### src/hdl/clipped_rect_alpha_fill_top_macros.svh
// ----------------------------------------------------------------------------
// Assertion macros for the clipped rectangle fill engine
// Concurrent checks on clk, disabled while rst_n is low.
// ----------------------------------------------------------------------------
`ifndef CLIPPED_RECT_ALPHA_FILL_TOP_MACROS_SVH
`define CLIPPED_RECT_ALPHA_FILL_TOP_MACROS_SVH

`ifndef SYNTHESIS

// Antecedent in this cycle implies consequent in the same cycle
`define CRF_ASSERT_NOW(label, ante, cons) \
    label: assert property (@(posedge clk) disable iff (!rst_n) (ante) |-> (cons)) \
        else $error("crf check failed");

// Antecedent in this cycle implies consequent in the next cycle
`define CRF_ASSERT_NEXT(label, ante, cons) \
    label: assert property (@(posedge clk) disable iff (!rst_n) (ante) |=> (cons)) \
        else $error("crf check failed");

`else

`define CRF_ASSERT_NOW(label, ante, cons)
`define CRF_ASSERT_NEXT(label, ante, cons)

`endif

`endif

### src/hdl/crf_pkg.sv
// ----------------------------------------------------------------------------
// crf_pkg
// Shared types, codes and helpers for the clipped rectangle fill pipeline.
// ----------------------------------------------------------------------------
package crf_pkg;

    // Field and bus widths
    localparam int COORD_W = 12;
    localparam int DIM_W   = 13;
    localparam int CH_W    = 8;
    localparam int PROD_W  = 2 * CH_W;
    localparam int APB_AW  = 5;
    localparam int APB_DW  = 32;

    // Largest value a dimension register can hold
    localparam int DIM_MAX = (2 ** DIM_W) - 1;

    // Default clip limit
    localparam int MAX_IMAGE_DIM_DEF = 4096;

    // Full-scale channel value and blend shift
    localparam logic [CH_W-1:0] ALPHA_MAX   = 8'hff;
    localparam int              BLEND_SHIFT = 8;

    // Register indexes
    localparam logic [2:0] REG_RECT_LEFT    = 3'd0;
    localparam logic [2:0] REG_RECT_TOP     = 3'd1;
    localparam logic [2:0] REG_RECT_WIDTH   = 3'd2;
    localparam logic [2:0] REG_RECT_HEIGHT  = 3'd3;
    localparam logic [2:0] REG_IMAGE_WIDTH  = 3'd4;
    localparam logic [2:0] REG_IMAGE_HEIGHT = 3'd5;
    localparam logic [2:0] REG_FILL_COLOR   = 3'd6;
    localparam logic [2:0] REG_PIXEL_FORMAT = 3'd7;

    // Pixel formats
    typedef enum logic [1:0] {
        FMT_A    = 2'd0,
        FMT_RGB  = 2'd1,
        FMT_RGBX = 2'd2,
        FMT_RGBA = 2'd3
    } fmt_t;

    // What the last stage does with the color channels
    typedef enum logic [2:0] {
        MODE_KEEP,
        MODE_ALPHA,
        MODE_OPAQUE,
        MODE_CLEAR,
        MODE_BLEND
    } mode_t;

    // Configuration register file contents
    typedef struct packed {
        logic signed [DIM_W-1:0] rect_left;
        logic signed [DIM_W-1:0] rect_top;
        logic [DIM_W-1:0]        rect_width;
        logic [DIM_W-1:0]        rect_height;
        logic [DIM_W-1:0]        image_width;
        logic [DIM_W-1:0]        image_height;
        logic [31:0]             fill_color;
        fmt_t                    pixel_format;
    } cfg_t;

    // Stage 1 result: clip decision and blend setup
    typedef struct packed {
        logic [COORD_W-1:0]     x;
        logic [COORD_W-1:0]     y;
        logic                   we;
        mode_t                  mode;
        logic [2:0][CH_W-1:0]   dst;
        logic [CH_W-1:0]        c3;
        logic [CH_W-1:0]        w;
    } s1_t;

    // Stage 2 result: partial products
    typedef struct packed {
        logic [COORD_W-1:0]     x;
        logic [COORD_W-1:0]     y;
        logic                   we;
        mode_t                  mode;
        logic [2:0][CH_W-1:0]   dst;
        logic [CH_W-1:0]        c3;
        logic [2:0][PROD_W-1:0] pd;
        logic [2:0][PROD_W-1:0] pc;
    } s2_t;

    // Final pixel result
    typedef struct packed {
        logic [COORD_W-1:0]   x;
        logic [COORD_W-1:0]   y;
        logic                 we;
        logic [3:0][CH_W-1:0] ch;
    } res_t;

    // Pixel lies in [max(start,0), min(start+len, lim))
    function automatic logic in_span(
        input logic [COORD_W-1:0]     p,
        input logic signed [DIM_W-1:0] start,
        input logic [DIM_W-1:0]       len,
        input logic [DIM_W-1:0]       lim
    );
        logic signed [DIM_W+1:0] ps;
        logic signed [DIM_W+1:0] st;
        logic signed [DIM_W+1:0] hi;
        logic signed [DIM_W+1:0] lm;
        ps = signed'({{(DIM_W + 2 - COORD_W){1'b0}}, p});
        st = {{2{start[DIM_W-1]}}, start};
        hi = st + signed'({2'b00, len});
        lm = signed'({2'b00, lim});
        return (ps >= st) && (ps < hi) && (ps < lm);
    endfunction

endpackage

### src/hdl/crf_clip.sv
// ----------------------------------------------------------------------------
// crf_clip
// Stage 1: clip test against rectangle and image, blend mode and weight.
// ----------------------------------------------------------------------------
module crf_clip #(
    parameter int MAX_IMAGE_DIM = crf_pkg::MAX_IMAGE_DIM_DEF
) (
    input  logic                         clk,
    input  logic                         rst_n,
    input  crf_pkg::cfg_t                cfg,
    input  logic                         in_valid,
    output logic                         in_ready,
    input  logic [crf_pkg::COORD_W-1:0]  pixel_x,
    input  logic [crf_pkg::COORD_W-1:0]  pixel_y,
    input  logic [crf_pkg::CH_W-1:0]     dst_c0,
    input  logic [crf_pkg::CH_W-1:0]     dst_c1,
    input  logic [crf_pkg::CH_W-1:0]     dst_c2,
    input  logic [crf_pkg::CH_W-1:0]     dst_c3,
    output logic                         out_valid,
    input  logic                         out_ready,
    output crf_pkg::s1_t                 out_data
);

    // Clip limit never exceeds what a dimension register can hold
    localparam logic [crf_pkg::DIM_W-1:0] DIM_CAP =
        (MAX_IMAGE_DIM > crf_pkg::DIM_MAX) ? crf_pkg::DIM_W'(crf_pkg::DIM_MAX)
                                           : crf_pkg::DIM_W'(MAX_IMAGE_DIM);

    logic                        valid_reg;
    logic                        valid_next;
    crf_pkg::s1_t                data_reg;
    crf_pkg::s1_t                data_next;
    logic [crf_pkg::DIM_W-1:0]   lim_x;
    logic [crf_pkg::DIM_W-1:0]   lim_y;
    logic [crf_pkg::CH_W-1:0]    alpha;
    logic [crf_pkg::CH_W-1:0]    w_full;
    logic [crf_pkg::CH_W-1:0]    w_min;
    logic                        we;

    // Cap image size, test both spans
    always_comb
    begin
        lim_x  = (cfg.image_width > DIM_CAP) ? DIM_CAP : cfg.image_width;
        lim_y  = (cfg.image_height > DIM_CAP) ? DIM_CAP : cfg.image_height;
        alpha  = cfg.fill_color[crf_pkg::CH_W-1:0];
        w_full = crf_pkg::ALPHA_MAX - alpha;
        w_min  = (dst_c3 < w_full) ? dst_c3 : w_full;
        we     = (alpha != '0)
              && crf_pkg::in_span(pixel_x, cfg.rect_left, cfg.rect_width, lim_x)
              && crf_pkg::in_span(pixel_y, cfg.rect_top, cfg.rect_height, lim_y);
    end

    // Pick the channel treatment and the new alpha byte
    always_comb
    begin
        data_next.x      = pixel_x;
        data_next.y      = pixel_y;
        data_next.we     = we;
        data_next.dst[0] = dst_c0;
        data_next.dst[1] = dst_c1;
        data_next.dst[2] = dst_c2;
        data_next.mode   = crf_pkg::MODE_KEEP;
        data_next.c3     = dst_c3;
        data_next.w      = w_full;
        if (we)
        begin
            case (cfg.pixel_format)
                crf_pkg::FMT_A:
                begin
                    data_next.mode = crf_pkg::MODE_ALPHA;
                end
                default:
                begin
                    if (alpha == crf_pkg::ALPHA_MAX)
                    begin
                        data_next.mode = crf_pkg::MODE_OPAQUE;
                        if (cfg.pixel_format != crf_pkg::FMT_RGB)
                        begin
                            data_next.c3 = crf_pkg::ALPHA_MAX;
                        end
                    end
                    else if (cfg.pixel_format == crf_pkg::FMT_RGBA && dst_c3 == '0)
                    begin
                        data_next.mode = crf_pkg::MODE_CLEAR;
                        data_next.c3   = alpha;
                    end
                    else
                    begin
                        data_next.mode = crf_pkg::MODE_BLEND;
                        if (cfg.pixel_format == crf_pkg::FMT_RGBA
                            && dst_c3 != crf_pkg::ALPHA_MAX)
                        begin
                            data_next.w  = w_min;
                            data_next.c3 = w_min + alpha;
                        end
                        else if (cfg.pixel_format == crf_pkg::FMT_RGBX)
                        begin
                            data_next.c3 = crf_pkg::ALPHA_MAX;
                        end
                    end
                end
            endcase
        end
    end

    // Advance when empty or when downstream takes the current item
    assign in_ready   = !valid_reg || out_ready;
    assign valid_next = in_ready ? in_valid : valid_reg;

    always_ff @(posedge clk or negedge rst_n)
    begin
        if (!rst_n)
        begin
            valid_reg <= 1'b0;
        end
        else
        begin
            valid_reg <= valid_next;
        end
    end

    always_ff @(posedge clk)
    begin
        if (in_ready && in_valid)
        begin
            data_reg <= data_next;
        end
    end

    assign out_valid = valid_reg;
    assign out_data  = data_reg;

endmodule

### src/hdl/crf_mul.sv
// ----------------------------------------------------------------------------
// crf_mul
// Stage 2: destination times weight and fill color times alpha, per channel.
// ----------------------------------------------------------------------------
module crf_mul (
    input  logic          clk,
    input  logic          rst_n,
    input  crf_pkg::cfg_t cfg,
    input  logic          in_valid,
    output logic          in_ready,
    input  crf_pkg::s1_t  in_data,
    output logic          out_valid,
    input  logic          out_ready,
    output crf_pkg::s2_t  out_data
);

    logic                            valid_reg;
    logic                            valid_next;
    crf_pkg::s2_t                    data_reg;
    crf_pkg::s2_t                    data_next;
    logic [2:0][crf_pkg::CH_W-1:0]   color;
    logic [crf_pkg::CH_W-1:0]        alpha;

    assign color[0] = cfg.fill_color[31:24];
    assign color[1] = cfg.fill_color[23:16];
    assign color[2] = cfg.fill_color[15:8];
    assign alpha    = cfg.fill_color[crf_pkg::CH_W-1:0];

    // Form the six 8x8 products
    always_comb
    begin
        data_next.x    = in_data.x;
        data_next.y    = in_data.y;
        data_next.we   = in_data.we;
        data_next.mode = in_data.mode;
        data_next.dst  = in_data.dst;
        data_next.c3   = in_data.c3;
        for (int i = 0; i < 3; i++)
        begin
            data_next.pd[i] = crf_pkg::PROD_W'(in_data.dst[i]) * crf_pkg::PROD_W'(in_data.w);
            data_next.pc[i] = crf_pkg::PROD_W'(color[i]) * crf_pkg::PROD_W'(alpha);
        end
    end

    // Advance when empty or when downstream takes the current item
    assign in_ready   = !valid_reg || out_ready;
    assign valid_next = in_ready ? in_valid : valid_reg;

    always_ff @(posedge clk or negedge rst_n)
    begin
        if (!rst_n)
        begin
            valid_reg <= 1'b0;
        end
        else
        begin
            valid_reg <= valid_next;
        end
    end

    always_ff @(posedge clk)
    begin
        if (in_ready && in_valid)
        begin
            data_reg <= data_next;
        end
    end

    assign out_valid = valid_reg;
    assign out_data  = data_reg;

endmodule

### src/hdl/crf_mix.sv
// ----------------------------------------------------------------------------
// crf_mix
// Stage 3: sum and shift the products, select the new bytes, output register.
// ----------------------------------------------------------------------------
module crf_mix (
    input  logic          clk,
    input  logic          rst_n,
    input  crf_pkg::cfg_t cfg,
    input  logic          in_valid,
    output logic          in_ready,
    input  crf_pkg::s2_t  in_data,
    output logic          out_valid,
    input  logic          out_stall,
    output crf_pkg::res_t out_data
);

    logic                              valid_reg;
    logic                              valid_next;
    crf_pkg::res_t                     data_reg;
    crf_pkg::res_t                     data_next;
    logic [2:0][crf_pkg::PROD_W:0]     sum;
    logic [2:0][crf_pkg::CH_W-1:0]     mixed;
    logic [2:0][crf_pkg::CH_W-1:0]     color;

    assign color[0] = cfg.fill_color[31:24];
    assign color[1] = cfg.fill_color[23:16];
    assign color[2] = cfg.fill_color[15:8];

    // Weighted sum, keep bits above the blend shift
    always_comb
    begin
        for (int i = 0; i < 3; i++)
        begin
            sum[i]   = {1'b0, in_data.pd[i]} + {1'b0, in_data.pc[i]};
            mixed[i] = sum[i][crf_pkg::BLEND_SHIFT +: crf_pkg::CH_W];
        end
    end

    // Select the new color bytes
    always_comb
    begin
        data_next.x     = in_data.x;
        data_next.y     = in_data.y;
        data_next.we    = in_data.we;
        data_next.ch[3] = in_data.c3;
        for (int i = 0; i < 3; i++)
        begin
            data_next.ch[i] = in_data.dst[i];
        end
        case (in_data.mode)
            crf_pkg::MODE_ALPHA:
            begin
                data_next.ch[0] = cfg.fill_color[crf_pkg::CH_W-1:0];
            end
            crf_pkg::MODE_OPAQUE, crf_pkg::MODE_CLEAR:
            begin
                for (int i = 0; i < 3; i++)
                begin
                    data_next.ch[i] = color[i];
                end
            end
            crf_pkg::MODE_BLEND:
            begin
                for (int i = 0; i < 3; i++)
                begin
                    data_next.ch[i] = mixed[i];
                end
            end
            default:
            begin
                data_next.ch[0] = in_data.dst[0];
            end
        endcase
    end

    // Output register: hold while the consumer stalls
    assign in_ready   = !valid_reg || !out_stall;
    assign valid_next = in_ready ? in_valid : valid_reg;

    always_ff @(posedge clk or negedge rst_n)
    begin
        if (!rst_n)
        begin
            valid_reg <= 1'b0;
        end
        else
        begin
            valid_reg <= valid_next;
        end
    end

    always_ff @(posedge clk)
    begin
        if (in_ready && in_valid)
        begin
            data_reg <= data_next;
        end
    end

    assign out_valid = valid_reg;
    assign out_data  = data_reg;

endmodule

### src/hdl/clipped_rect_alpha_fill_top.sv
// ----------------------------------------------------------------------------
// clipped_rect_alpha_fill_top
// Per-pixel rectangle fill with alpha blend, clipped to the image. Each
// transfer on the input channel is one destination pixel; each transfer on
// the output channel is the same pixel with its write flag and new bytes.
// The engine takes one pixel every clock while the output is not stalled and
// returns it in order through three register stages: clip compare and mode
// decode, the 8x8 channel multiplies, then the sum, shift and byte select into
// the output register. The input stall rises only when all three stages hold a
// pixel and the output is stalled. Registers sit on an APB port at byte
// addresses 4*i; write them only while no pixel is in flight.
// ----------------------------------------------------------------------------
`include "clipped_rect_alpha_fill_top_macros.svh"

module clipped_rect_alpha_fill_top #(
    parameter int MAX_IMAGE_DIM = crf_pkg::MAX_IMAGE_DIM_DEF
) (
    input  logic                         clk,
    input  logic                         rst_n,
    // configuration
    input  logic                         psel,
    input  logic                         penable,
    input  logic                         pwrite,
    input  logic [crf_pkg::APB_AW-1:0]   paddr,
    input  logic [crf_pkg::APB_DW-1:0]   pwdata,
    output logic [crf_pkg::APB_DW-1:0]   prdata,
    output logic                         pready,
    // pixel input
    input  logic                         in_valid,
    output logic                         in_stall,
    input  logic [crf_pkg::COORD_W-1:0]  pixel_x,
    input  logic [crf_pkg::COORD_W-1:0]  pixel_y,
    input  logic [crf_pkg::CH_W-1:0]     dst_c0,
    input  logic [crf_pkg::CH_W-1:0]     dst_c1,
    input  logic [crf_pkg::CH_W-1:0]     dst_c2,
    input  logic [crf_pkg::CH_W-1:0]     dst_c3,
    // pixel result
    output logic                         out_valid,
    input  logic                         out_stall,
    output logic [crf_pkg::COORD_W-1:0]  out_x,
    output logic [crf_pkg::COORD_W-1:0]  out_y,
    output logic                         write_enable,
    output logic [crf_pkg::CH_W-1:0]     new_c0,
    output logic [crf_pkg::CH_W-1:0]     new_c1,
    output logic [crf_pkg::CH_W-1:0]     new_c2,
    output logic [crf_pkg::CH_W-1:0]     new_c3
);

    crf_pkg::cfg_t  cfg_reg;
    crf_pkg::cfg_t  cfg_next;
    logic           cfg_write;
    logic [2:0]     reg_index;

    logic           s1_ready;
    logic           s1_valid;
    crf_pkg::s1_t   s1_data;
    logic           s2_ready;
    logic           s2_valid;
    crf_pkg::s2_t   s2_data;
    logic           s3_ready;
    crf_pkg::res_t  res;

    // Register write on the access phase
    assign pready    = 1'b1;
    assign cfg_write = psel && penable && pwrite && pready;
    assign reg_index = paddr[crf_pkg::APB_AW-1:2];

    always_comb
    begin
        cfg_next = cfg_reg;
        case (reg_index)
            crf_pkg::REG_RECT_LEFT:    cfg_next.rect_left    = signed'(pwdata[crf_pkg::DIM_W-1:0]);
            crf_pkg::REG_RECT_TOP:     cfg_next.rect_top     = signed'(pwdata[crf_pkg::DIM_W-1:0]);
            crf_pkg::REG_RECT_WIDTH:   cfg_next.rect_width   = pwdata[crf_pkg::DIM_W-1:0];
            crf_pkg::REG_RECT_HEIGHT:  cfg_next.rect_height  = pwdata[crf_pkg::DIM_W-1:0];
            crf_pkg::REG_IMAGE_WIDTH:  cfg_next.image_width  = pwdata[crf_pkg::DIM_W-1:0];
            crf_pkg::REG_IMAGE_HEIGHT: cfg_next.image_height = pwdata[crf_pkg::DIM_W-1:0];
            crf_pkg::REG_FILL_COLOR:   cfg_next.fill_color   = pwdata;
            crf_pkg::REG_PIXEL_FORMAT: cfg_next.pixel_format = crf_pkg::fmt_t'(pwdata[1:0]);
            default:                   cfg_next = cfg_reg;
        endcase
    end

    always_ff @(posedge clk or negedge rst_n)
    begin
        if (!rst_n)
        begin
            cfg_reg.rect_left    <= '0;
            cfg_reg.rect_top     <= '0;
            cfg_reg.rect_width   <= '0;
            cfg_reg.rect_height  <= '0;
            cfg_reg.image_width  <= crf_pkg::DIM_W'(4096);
            cfg_reg.image_height <= crf_pkg::DIM_W'(4096);
            cfg_reg.fill_color   <= '0;
            cfg_reg.pixel_format <= crf_pkg::FMT_RGBA;
        end
        else if (cfg_write)
        begin
            cfg_reg <= cfg_next;
        end
    end

    // Register read-back
    always_comb
    begin
        case (reg_index)
            crf_pkg::REG_RECT_LEFT:    prdata = 32'(unsigned'(cfg_reg.rect_left));
            crf_pkg::REG_RECT_TOP:     prdata = 32'(unsigned'(cfg_reg.rect_top));
            crf_pkg::REG_RECT_WIDTH:   prdata = 32'(cfg_reg.rect_width);
            crf_pkg::REG_RECT_HEIGHT:  prdata = 32'(cfg_reg.rect_height);
            crf_pkg::REG_IMAGE_WIDTH:  prdata = 32'(cfg_reg.image_width);
            crf_pkg::REG_IMAGE_HEIGHT: prdata = 32'(cfg_reg.image_height);
            crf_pkg::REG_FILL_COLOR:   prdata = cfg_reg.fill_color;
            crf_pkg::REG_PIXEL_FORMAT: prdata = 32'(cfg_reg.pixel_format);
            default:                   prdata = '0;
        endcase
    end

    // Stage 1: clip and decode
    crf_clip #(
        .MAX_IMAGE_DIM (MAX_IMAGE_DIM)
    ) u_clip (
        .clk       (clk),
        .rst_n     (rst_n),
        .cfg       (cfg_reg),
        .in_valid  (in_valid),
        .in_ready  (s1_ready),
        .pixel_x   (pixel_x),
        .pixel_y   (pixel_y),
        .dst_c0    (dst_c0),
        .dst_c1    (dst_c1),
        .dst_c2    (dst_c2),
        .dst_c3    (dst_c3),
        .out_valid (s1_valid),
        .out_ready (s2_ready),
        .out_data  (s1_data)
    );

    // Stage 2: multiplies
    crf_mul u_mul (
        .clk       (clk),
        .rst_n     (rst_n),
        .cfg       (cfg_reg),
        .in_valid  (s1_valid),
        .in_ready  (s2_ready),
        .in_data   (s1_data),
        .out_valid (s2_valid),
        .out_ready (s3_ready),
        .out_data  (s2_data)
    );

    // Stage 3: sum, select, output register
    crf_mix u_mix (
        .clk       (clk),
        .rst_n     (rst_n),
        .cfg       (cfg_reg),
        .in_valid  (s2_valid),
        .in_ready  (s3_ready),
        .in_data   (s2_data),
        .out_valid (out_valid),
        .out_stall (out_stall),
        .out_data  (res)
    );

    assign in_stall     = !s1_ready;
    assign out_x        = res.x;
    assign out_y        = res.y;
    assign write_enable = res.we;
    assign new_c0       = res.ch[0];
    assign new_c1       = res.ch[1];
    assign new_c2       = res.ch[2];
    assign new_c3       = res.ch[3];

    // Push back only when every stage is occupied
    `CRF_ASSERT_NOW(a_stall_full, in_stall, s1_valid && s2_valid && out_valid && out_stall)
    // A stage-1 pixel taken by stage 2 shows up there next cycle
    `CRF_ASSERT_NEXT(a_s2_fill, s1_valid && s2_ready, s2_valid)
    // No pixel appears in stage 1 without an input transfer
    `CRF_ASSERT_NEXT(a_s1_no_ghost, !in_valid && s1_ready, !s1_valid)

endmodule
### config.mk
export PLATFORM = sky130hd
export DESIGN_NAME = clipped_rect_alpha_fill_top
export DESIGN_NICKNAME = d
export VERILOG_FILES = /design/src/hdl/crf_pkg.sv /design/src/hdl/crf_clip.sv /design/src/hdl/crf_mul.sv /design/src/hdl/crf_mix.sv /design/src/hdl/clipped_rect_alpha_fill_top.sv
export VERILOG_INCLUDE_DIRS = /design/src /design/src/hdl
export SDC_FILE = /design/constraint.sdc
export NUM_CORES = 1
export LEC_CHECK = 0
export BUFFER_PORTS_ARGS = -buffer_cell sky130_fd_sc_hd__buf_4
export CORE_MARGIN = 2
export CORE_UTILIZATION = 35
export CTS_CLUSTER_DIAMETER = 60
export DETAILED_ROUTE_END_ITERATION = 10
export PLACE_DENSITY = 0.62
export SYNTH_ARGS = -nofsm -noshare
export SYNTH_HDL_FRONTEND = slang
export SYNTH_SLANG_ARGS = --single-unit
### constraint.sdc
create_clock -name clk -period 5.3 [get_ports clk]
set_input_delay 0.53 -clock clk [delete_from_list [all_inputs] [get_ports clk]]
set_output_delay 0.53 -clock clk [all_outputs]
set_load 0.01 [all_outputs]
**After elaboration in Yosys (flattened, before gate mapping)**

Index checks and enable logic that the tools add are counted.
W data, S select, Z words.

- Input bits: 100
- Output and inout bits: 92
- Logic and storage cells: 137
- Bits in registers: 396

- Reductions and logical operators: 36
- Bitwise logic cells: 1
- Muxes and demuxes: 19
- Equal/unequal tests: 16
- Multiply operators: 6
- Magnitude comparators: 9
- $add $sub $neg: 7

Operators with widths:

| kind | count |
|---|---|
| $pmux W32 S8 | 1 |
| $mul A8 B8 Y16 | 6 |
| $mux W8 | 9 |
| $add A16 B16 Y16 | 3 |
| $mux W16 | 2 |
| $pmux W16 S2 | 1 |
| $add A13 B14 Y15 | 2 |
| $lt A13 B15 Y1 | 2 |
| $ge A13 B13 Y1 | 2 |
| $gt A13 B13 Y1 const B | 2 |
| $lt A12 B13 Y1 | 2 |
| $mux W13 | 2 |
| $pmux W8 S3 | 1 |
| $reduce_and A2 Y1 | 8 |
| $eq A3 B3 Y1 const B | 5 |
| $logic_and A1 B1 Y1 | 13 |
| $eq A3 B2 Y1 const B | 4 |
| $add A8 B8 Y8 | 1 |
| $eq A8 B8 Y1 const B | 1 |
| $logic_not A8 Y1 | 1 |
| $lt A8 B8 Y1 | 1 |
| $ne A8 B8 Y1 const B | 1 |
| $reduce_bool A8 Y1 | 1 |
| $sub A8 B8 Y8 const A | 1 |
| 13 further kinds | 22 |

**Logic depth before layout (Yosys ltp)**

Gate-level depths: netlist of the first run.

- Depth after elaboration: 9
- Gate-level depth with buffers: 21
- Depth with buffers taken out: 19

**Modules after synthesis**

Synthesis of the first run repeated with hierarchy kept, for this count alone.

- Cells, all modules: 3058
- Area, all modules: 32980.4 um^2

Modules (own cells, without submodules):

| module | sequential area each (um^2) | times used | area an instance (um^2) | cells an instance |
|---|---|---|---|---|
| crf_mul | 4709.5 | 1 | 17725.8 | 1692 |
| crf_clip | 2067.0 | 1 | 6159.7 | 624 |
| clipped_rect_alpha_fill_top | 2807.7 | 1 | 5242.5 | 380 |
| crf_mix | 1736.7 | 1 | 3852.4 | 362 |

**Worst setup path after synthesis of the first run**

OpenSTA, ideal clock, no wires.

- Path kind: in2reg
- Start point: input port out_stall
- End point: register u_mix.data_reg, in the netlist u_mix.out_data[0] (enable)
- Required time: 4.741 ns
- Data arrival time: 4.671 ns
- Slack: 0.070 ns
- Library setup time: 0.559 ns
- Path buffers: 0
- Stages: 1
- Cell sequence: a21boi_0

- Longest elaborated chain between the ends: 3

RTL lines:

| what | RTL line | source |
|---|---|---|
| start, declared | clipped_rect_alpha_fill_top.sv:39 | `input logic out_stall,` |
| $logic_not A1 Y1 | crf_mix.sv:77 | `assign in_ready = !valid_reg \|\| !out_stall;` |
| $logic_or A1 B1 Y1 | crf_mix.sv:77 |  |
| $logic_and A1 B1 Y1 | crf_mix.sv:94 | `if (in_ready && in_valid)` |
| end signal, assigned | crf_mix.sv:96 | `data_reg <= data_next;` |
| end, declared | crf_mix.sv:19 | `crf_pkg::res_t data_reg;` |

No other way between the ends.
A chain may end at the register's enable or synchronous reset.

==> results.md, run 1 <==
- Status: completed
- Synth unique cells: 83
- Row cnt: 110
- Routed length per placed instance: roughly 19 um
- Die W: 304 um
- Layout fillers: 8669
- Post-synth ARST share: between 20% and 30%
- Mux contribution to synthesized area: 4.01%
- Die height: between 300 and 400 um
- CTS H-tree lvls: 2
- Clock root buffer: clkbuf_16
- CP max stage cell: dfrtp_1
- Area contributors post-synth: edfxtp_1 27%, ha_1 15%, fa_1 14%, dfrtp_1 8.8%, inv_1 4.3%
- Die area: 92500 sq um
- Peak supply drop: approximately 270 uV
- Hold Buf Count CTS: 0
- Path type of the worst setup path: reg2reg
- Sink Count: 396
- CTS tree: built
- Vias in the first global route: between 20k and 25k
- Post-Syn Instances: roughly 3.0k
- Critical Path Fanout Max: 11
- Kind of cell adding the most delay to the critical path: adder cells
- Sequential share of the synthesized area: a little over a third
- Synth warn: 0
- Initial antenna violation count: 2
- Setup bufs post-CTS: 0
- Nets: 3845
- Synth Area in Compound Gates: 9.62%
- Synth Flop Type: edfxtp_1
- Worst EP required: around 5.6 ns
- Post-route DRC: 0
- Vias per Instance: around 5
- Total leakage power: 0.0167 uW
- HP Class: in2async
- Clock-pin slew on the worst setup and hold paths: about 0.06 ns
- Top post-synthesis cells by count: 368 x ha_1, 363 x inv_1, 297 x nand2_1, 281 x edfxtp_1, 219 x fa_1
- Area grow syn2layout: 14.6%
- Placed Cells: about 4.3k
- Synth Area per Inst: 10.6 sq um
- Most frequent cell after synthesis: ha_1
- Rel. slew slack: slightly below 30%
- Switching share of power: between 30 and 40%
- Setup crit start kind: register
- First-pass GRT wire length: 128000 um
- Top-Level Pins: between 150 and 200
- Setup tns final: 0 ns
- P_int: 9790 uW
- Max-cap check violation count: 0
- Sequential Power Share: 30.0%
- Syn Nets: 3660
- Drt pass-1 iters: 7
- Largest area contributor in the netlist: edfxtp_1
- WP data arrival: ~5.3 ns
- Post-Syn Area: 31500 sq um
- CP bufs+invs: 2
- Worst path max stage delay: 0.65 ns
- CTS max path bufs: 3
- Routed Antenna Nets: 0
- Largest net degree at the start of global routing: between 100 and 150
- Initial Utilization: 35.2%
- Worst r2r src: cfg_reg[5]
- DRC marker count from the first detailed-route iteration: 1229
- Core footprint: 89600 sq um
- Total power: ~16000 uW
- Post-CTS Resized: 0
- Adder-Cell Fraction of Synth Area: between 20% and 30%
- Clock share of power: a little over a fifth
- Clock skew: about 0.021 ns
- Worst reg2reg setup slack: 0.35 ns
- CTS Buf Count: 50
- Post-synth EDFFs: around 280
- Total grt overflow: 0
- Max reg flops: roughly 160
- Worst Max-Slew Pin Slew: 1.05 ns
- Synth top area share: a little over a quarter
- I/O Buffers: ~190
- Post-Route WL: about 82000 um
- Worst r2r path cells: 16
- Ant diodes: 0
- Post-Route Utilization: between 40% and 50%
- Synth Area in Simple Gates: about an eighth
- Final Max Tran Viols: 0
- Non-Filler Instances: 4375
- Worst-Skew Late Latency: approximately 0.60 ns
- PD cells: around 440 nW/um^2
- Psw: ~6300 uW
- Tot GR Track Use: 17.8%
- Unrepaired setup endpoints after global routing: false
- Final Cycle Share: 93.4%
- Setup Viol. Count Final: 0
- Post-layout min period: approximately 4.9 ns
- Worst R2R End: u_mul.out_data[15]
- Hold Vio Cnt, Final: 0
- HPWL Detailed: about 63000 um
- Largest family of logic cells by synthesized area: adder cells
- Via count: around 22k
- Post-Synth XOR/XNOR Area: under 10%
- F_max: between 200 and 250 MHz
- Most common cell on crit path: fa_1
- RePlAce Congestion: 0.881
- Yosys reg bits: about 400
- Crit end category: register
- Fraction of layout cells with a size suffix above 1: 13.9%
- Logic pwr share: between 40% and 50%
- CP Cell Sequence: buf_4, nand2_1, fa_1, fa_1, fa_1, inv_1, fa_1, ha_1, o21ai_0, a21boi_1, o21ai_0, nand2b_1, a21o_1, a41o_1, o41a_1, xnor2_1
- WHS: between 0.09 and 0.1 ns
[power groups by stage]
stage               clock network (uW)  registers (uW)  logic (uW)
global route                      3580            4900        9020
finish                            3370            4830        7870
detailed placement                   0            4900        7880
global placement                     0            4890        7740
CTS                               3460            4840        7950
floorplan                            0            4630        5980
[logic make-up after synthesis]
kind of cell / count (synthesis)
AOI/OAI and AO/OA: 452
buffers and inverters: 476
DFF: 396
other: 1
adders and majority gates: 587
xor gates and xnor gates: 110
muxes: 114
and+or+nand+nor: 837
[layout make-up]
type	instances	area (sq um)	share of cell area, %
multi-input cells	2101	18400	51.0
repair buffers	244	1910	5.28
well taps	1176	1470	4.07
clock inverters	26	223	0.617
inverters	365	1370	3.79
clock buffers	67	1410	3.90
flip-flops and latches	396	11300	31.3
[per-stage QoR]
stage | worst slack (ns) | cell area (sq um)
2_1_floorplan | 0.0705 | 31500
3_3_place_gp | 0.427 | 34500
3_5_place_dp | 0.346 | 34500
4_1_cts | 0.281 | 36100
5_1_grt | 0.0295 | 36100
6_report | 0.351 | 36100
[cell usage in the layout, fill, tap and decap left out, types with 53 or more instances in the layout]
cell type | Yosys | layout
dfrtp_1 | 111 | 111
edfxtp_1 | 281 | 281
buf_4 | 1 | 238
ha_1 | 368 | 368
and2_1 | 206 | 204
fa_1 | 219 | 219
nor2_1 | 130 | 130
o21ai_0 | 100 | 100
inv_1 | 363 | 363
a21oi_1 | 116 | 116
mux2_2 | 89 | 89
nand2_1 | 297 | 297
xnor2_1 | 73 | 73
clkbuf_16 | 0 | 53
[worst max path at each step]
| stage | startpoint | to | slack, ns | depth (start not counted) |
|---|---|---|---|---|
| 2_1_floorplan | out_stall | u_mix.out_data[0] | 0.07 | 1 |
| 3_3_place_gp | u_clip.out_data[3] | u_mul.out_data[63] | 0.43 | 17 |
| 3_5_place_dp | u_clip.out_data[3] | u_mul.out_data[63] | 0.35 | 15 |
| 4_1_cts | u_clip.out_data[3] | u_mul.out_data[63] | 0.28 | 17 |
| 5_1_grt | cfg_reg[5] | u_mul.out_data[31] | 0.03 | 15 |
| 6_report | cfg_reg[5] | u_mul.out_data[15] | 0.35 | 16 |
[per-layer routing]
metal,share of wire (%),GRT usage (%),routed length (um)
met5,0.012,0,10
met4,3.4,6.29,2810
met3,4.7,2.73,3810
met2,49,30.7,40200
met1,43,22.6,34900
Power figures use the tool's default switching activity.
==> run 2: changes to the inputs <==
REMOVE_ABC_BUFFERS = 1   (was not set)
==> results.md, run 2 (synthesis results as in run 1) <==
- CTS tree: built
- Die W: 304 um (unchanged)
- CTS H-tree lvls: 2 (unchanged)
- Total power: 16400 uW (+2.3%)
- M3 GR Usage: 2.71% (-0.021 points)
- Final Cycle Share: 94.0% (+0.63 points)
- Kind of cell adding the most delay to the critical path: adder cells
- Die area: 92500 sq um (unchanged)
- Most common cell on crit path: fa_1
- Most frequent cells in the layout: 368 x ha_1, 363 x inv_1, 297 x nand2_1
- CP bufs+invs: 3 (+1)
- Ant diodes: 0 (unchanged)
- Initial Utilization: 35.2% (unchanged)
- CTS max path bufs: 3 (unchanged)
- CTS Buf Count: 56 (+12%)
- PD cells: 450 nW/um^2 (+1.2%)
- Worst reg2reg setup slack: 0.32 ns (-0.03 ns)
- Unrepaired setup endpoints after global routing: false
- Crit end category: register
- Drt pass-1 iters: 5 (-2)
- Total grt overflow: 0 (unchanged)
- Clock-pin slew on the worst setup and hold paths: 0.06 ns (about the same)
- Worst r2r path cells: 16 (unchanged)
- Die height: 304 um (unchanged)
- Post-layout min period: 4.98 ns (+0.0333 ns)
- HPWL Detailed: 60500 um (-3.6%)
- Setup tns final: 0 ns (unchanged)
- Routed Antenna Nets: 0 (unchanged)
- Hold Crit Depth: 1
- Clock root buffer: clkbuf_16
- Vias per Instance: 5.04 (-0.57%)
- Post-Route WL: 81600 um (-0.19%)
- WHS: 0.0806 ns (-0.0143 ns)
- Final Max Tran Viols: 0 (unchanged)
- First-pass GRT wire length: 129000 um (about the same)
- Rel. slew slack: 20.2% (-8.9 points)
- CP Cell Sequence: nand2_1, fa_1, fa_1, inv_1, fa_1, inv_1, fa_1, inv_1, ha_1, a21boi_1, o21ai_0, nand2b_1, a21o_1, a41o_1, o41a_1, xnor2_1
- CP max stage cell: dfrtp_1
- Vias in the first global route: 22.6k (-1.8%)
- Path type of the worst setup path: reg2reg
- Peak supply drop: 299 uV (+11%)
- Routed length per placed instance: 18.6 um (-0.62%)
- Footprint of the multi-input gates: 18400 sq um (unchanged)
- Nets: 3857 (+0.31%)
- RePlAce Congestion: 0.864 (-1.9%)
- Post-Route Utilization: 40.7% (+0.43 points)
- Worst-Skew Late Latency: 0.67 ns (+0.07 ns)
- Met1 track demand over resource: 23.7% (+1.1 points)
- HP Start: dst_c0[7]
- Worst R2R End: u_mul.out_data[47]
- DRC marker count from the first detailed-route iteration: 1360 (+11%)
- Setup Viol. Count Final: 0 (unchanged)
- Seq. cell area: 11300 sq um (unchanged)
- F_max: 201 MHz (-0.67%)
- Row cnt: 110 (unchanged)
- Area grow syn2layout: 15.8%
- Met2 usage: 30.0% (-0.77 points)
- Hold Vio Cnt, Final: 0 (unchanged)
- Top-Level Pins: 192 (unchanged)
- Placed Cells: 4285 (+0.12%)
- Setup crit start kind: register
- Via count: 22.2k (-0.14%)
- WP data arrival: 5.33 ns (+0.05 ns)
- Largest net degree at the start of global routing: 89 (-19%)
- Status: completed
- Worst Max-Slew Pin Slew: 1.18 ns (+0.131 ns)
- Worst EP required: 5.65 ns (+0.02 ns)
- Max-cap check violation count: 0 (unchanged)
- Initial antenna violation count: 4 (+2)
- Sink Count: 396 (unchanged)
- Worst r2r src: cfg_reg[11]
- Non-Filler Instances: 4394 (+0.43%)
- Worst hold endpoint: u_clip.out_data[23]
- HP Class: in2reg
- Leading cell type in the layout, fill and taps excluded: ha_1
- Post-route DRC: 0 (unchanged)
- Total leakage power: 0.0168 uW (+1.2%)
- Grt peak-use layer: met2
- I/O Buffers: 188 (unchanged)
- Critical Path Fanout Max: 11 (unchanged)
- Core footprint: 89600 sq um (unchanged)
- Layout fillers: 8613 (-0.65%)
- Worst path max stage delay: 0.61 ns (-0.04 ns)
- Clock skew: 0.0852 ns (+0.0639 ns)
- Crit. Startpoint: cfg_reg[11]
- Max reg flops: 156 (unchanged)
- Fraction of layout cells with a size suffix above 1: 14.7% (+0.76 points)
- Tot GR Track Use: 17.7% (-0.069 points)
==> run 2: worst max-delay path by stage <==
stage               slack [ns]  depth (start not counted)            endpoint
floorplan                 0.07                          1   u_mix.out_data[0]
global placement          0.38                         14  u_mul.out_data[79]
detailed placement        0.32                         14  u_mul.out_data[79]
CTS                       0.28                         16  u_mul.out_data[47]
global route              0.03                         14  u_mul.out_data[79]
finish                    0.32                         16  u_mul.out_data[47]
==> run 2: timing repair <==
item | CTS | global route
buffers inserted | 0 | 2
hold buffers | 1 | 0
hold endpoints to repair | 59 | 0
endpoints found under the setup margin | 0 | 5
gates resized for setup | 0 | 0
==> run 2: area by class of cell <==
cell class	count	share of cell area (%)
Tap cell	1176	4.03
Clock buffer	75	4.34
Inverter	365	3.75
Timing Repair Buffer	250	5.43
Clock inverter	31	0.977
Sequential cell	396	31.0
Multi-Input combinational cell	2101	50.5
==> run 2: report_power, final <==
group / total (uW) / switching [uW] / internal (uW)
clock network: 3830 / 1580 / 2250
registers: 4800 / 500 / 4300
logic: 7810 / 4300 / 3510
==> run 2: through the flow <==
| stage | instance area [sq um] | worst slack (ns) |
|---|---|---|
| after CTS | 36500 | 0.280 |
| final | 36500 | 0.318 |
| after floorplan | 31100 | 0.0705 |
| after global routing | 36500 | 0.0271 |
| after detailed placement | 34500 | 0.321 |
| after global placement | 34500 | 0.379 |
==> run 2: per-layer routing <==
metal  part of all wire (%)  wire length [um]  vias up
met5                 0.0098                 8        -
met4                    2.3              1910        2
met2                     48             39000      500
met1                     44             36300    11000
li1                       -                 -    10600
met3                    5.4              4410      112
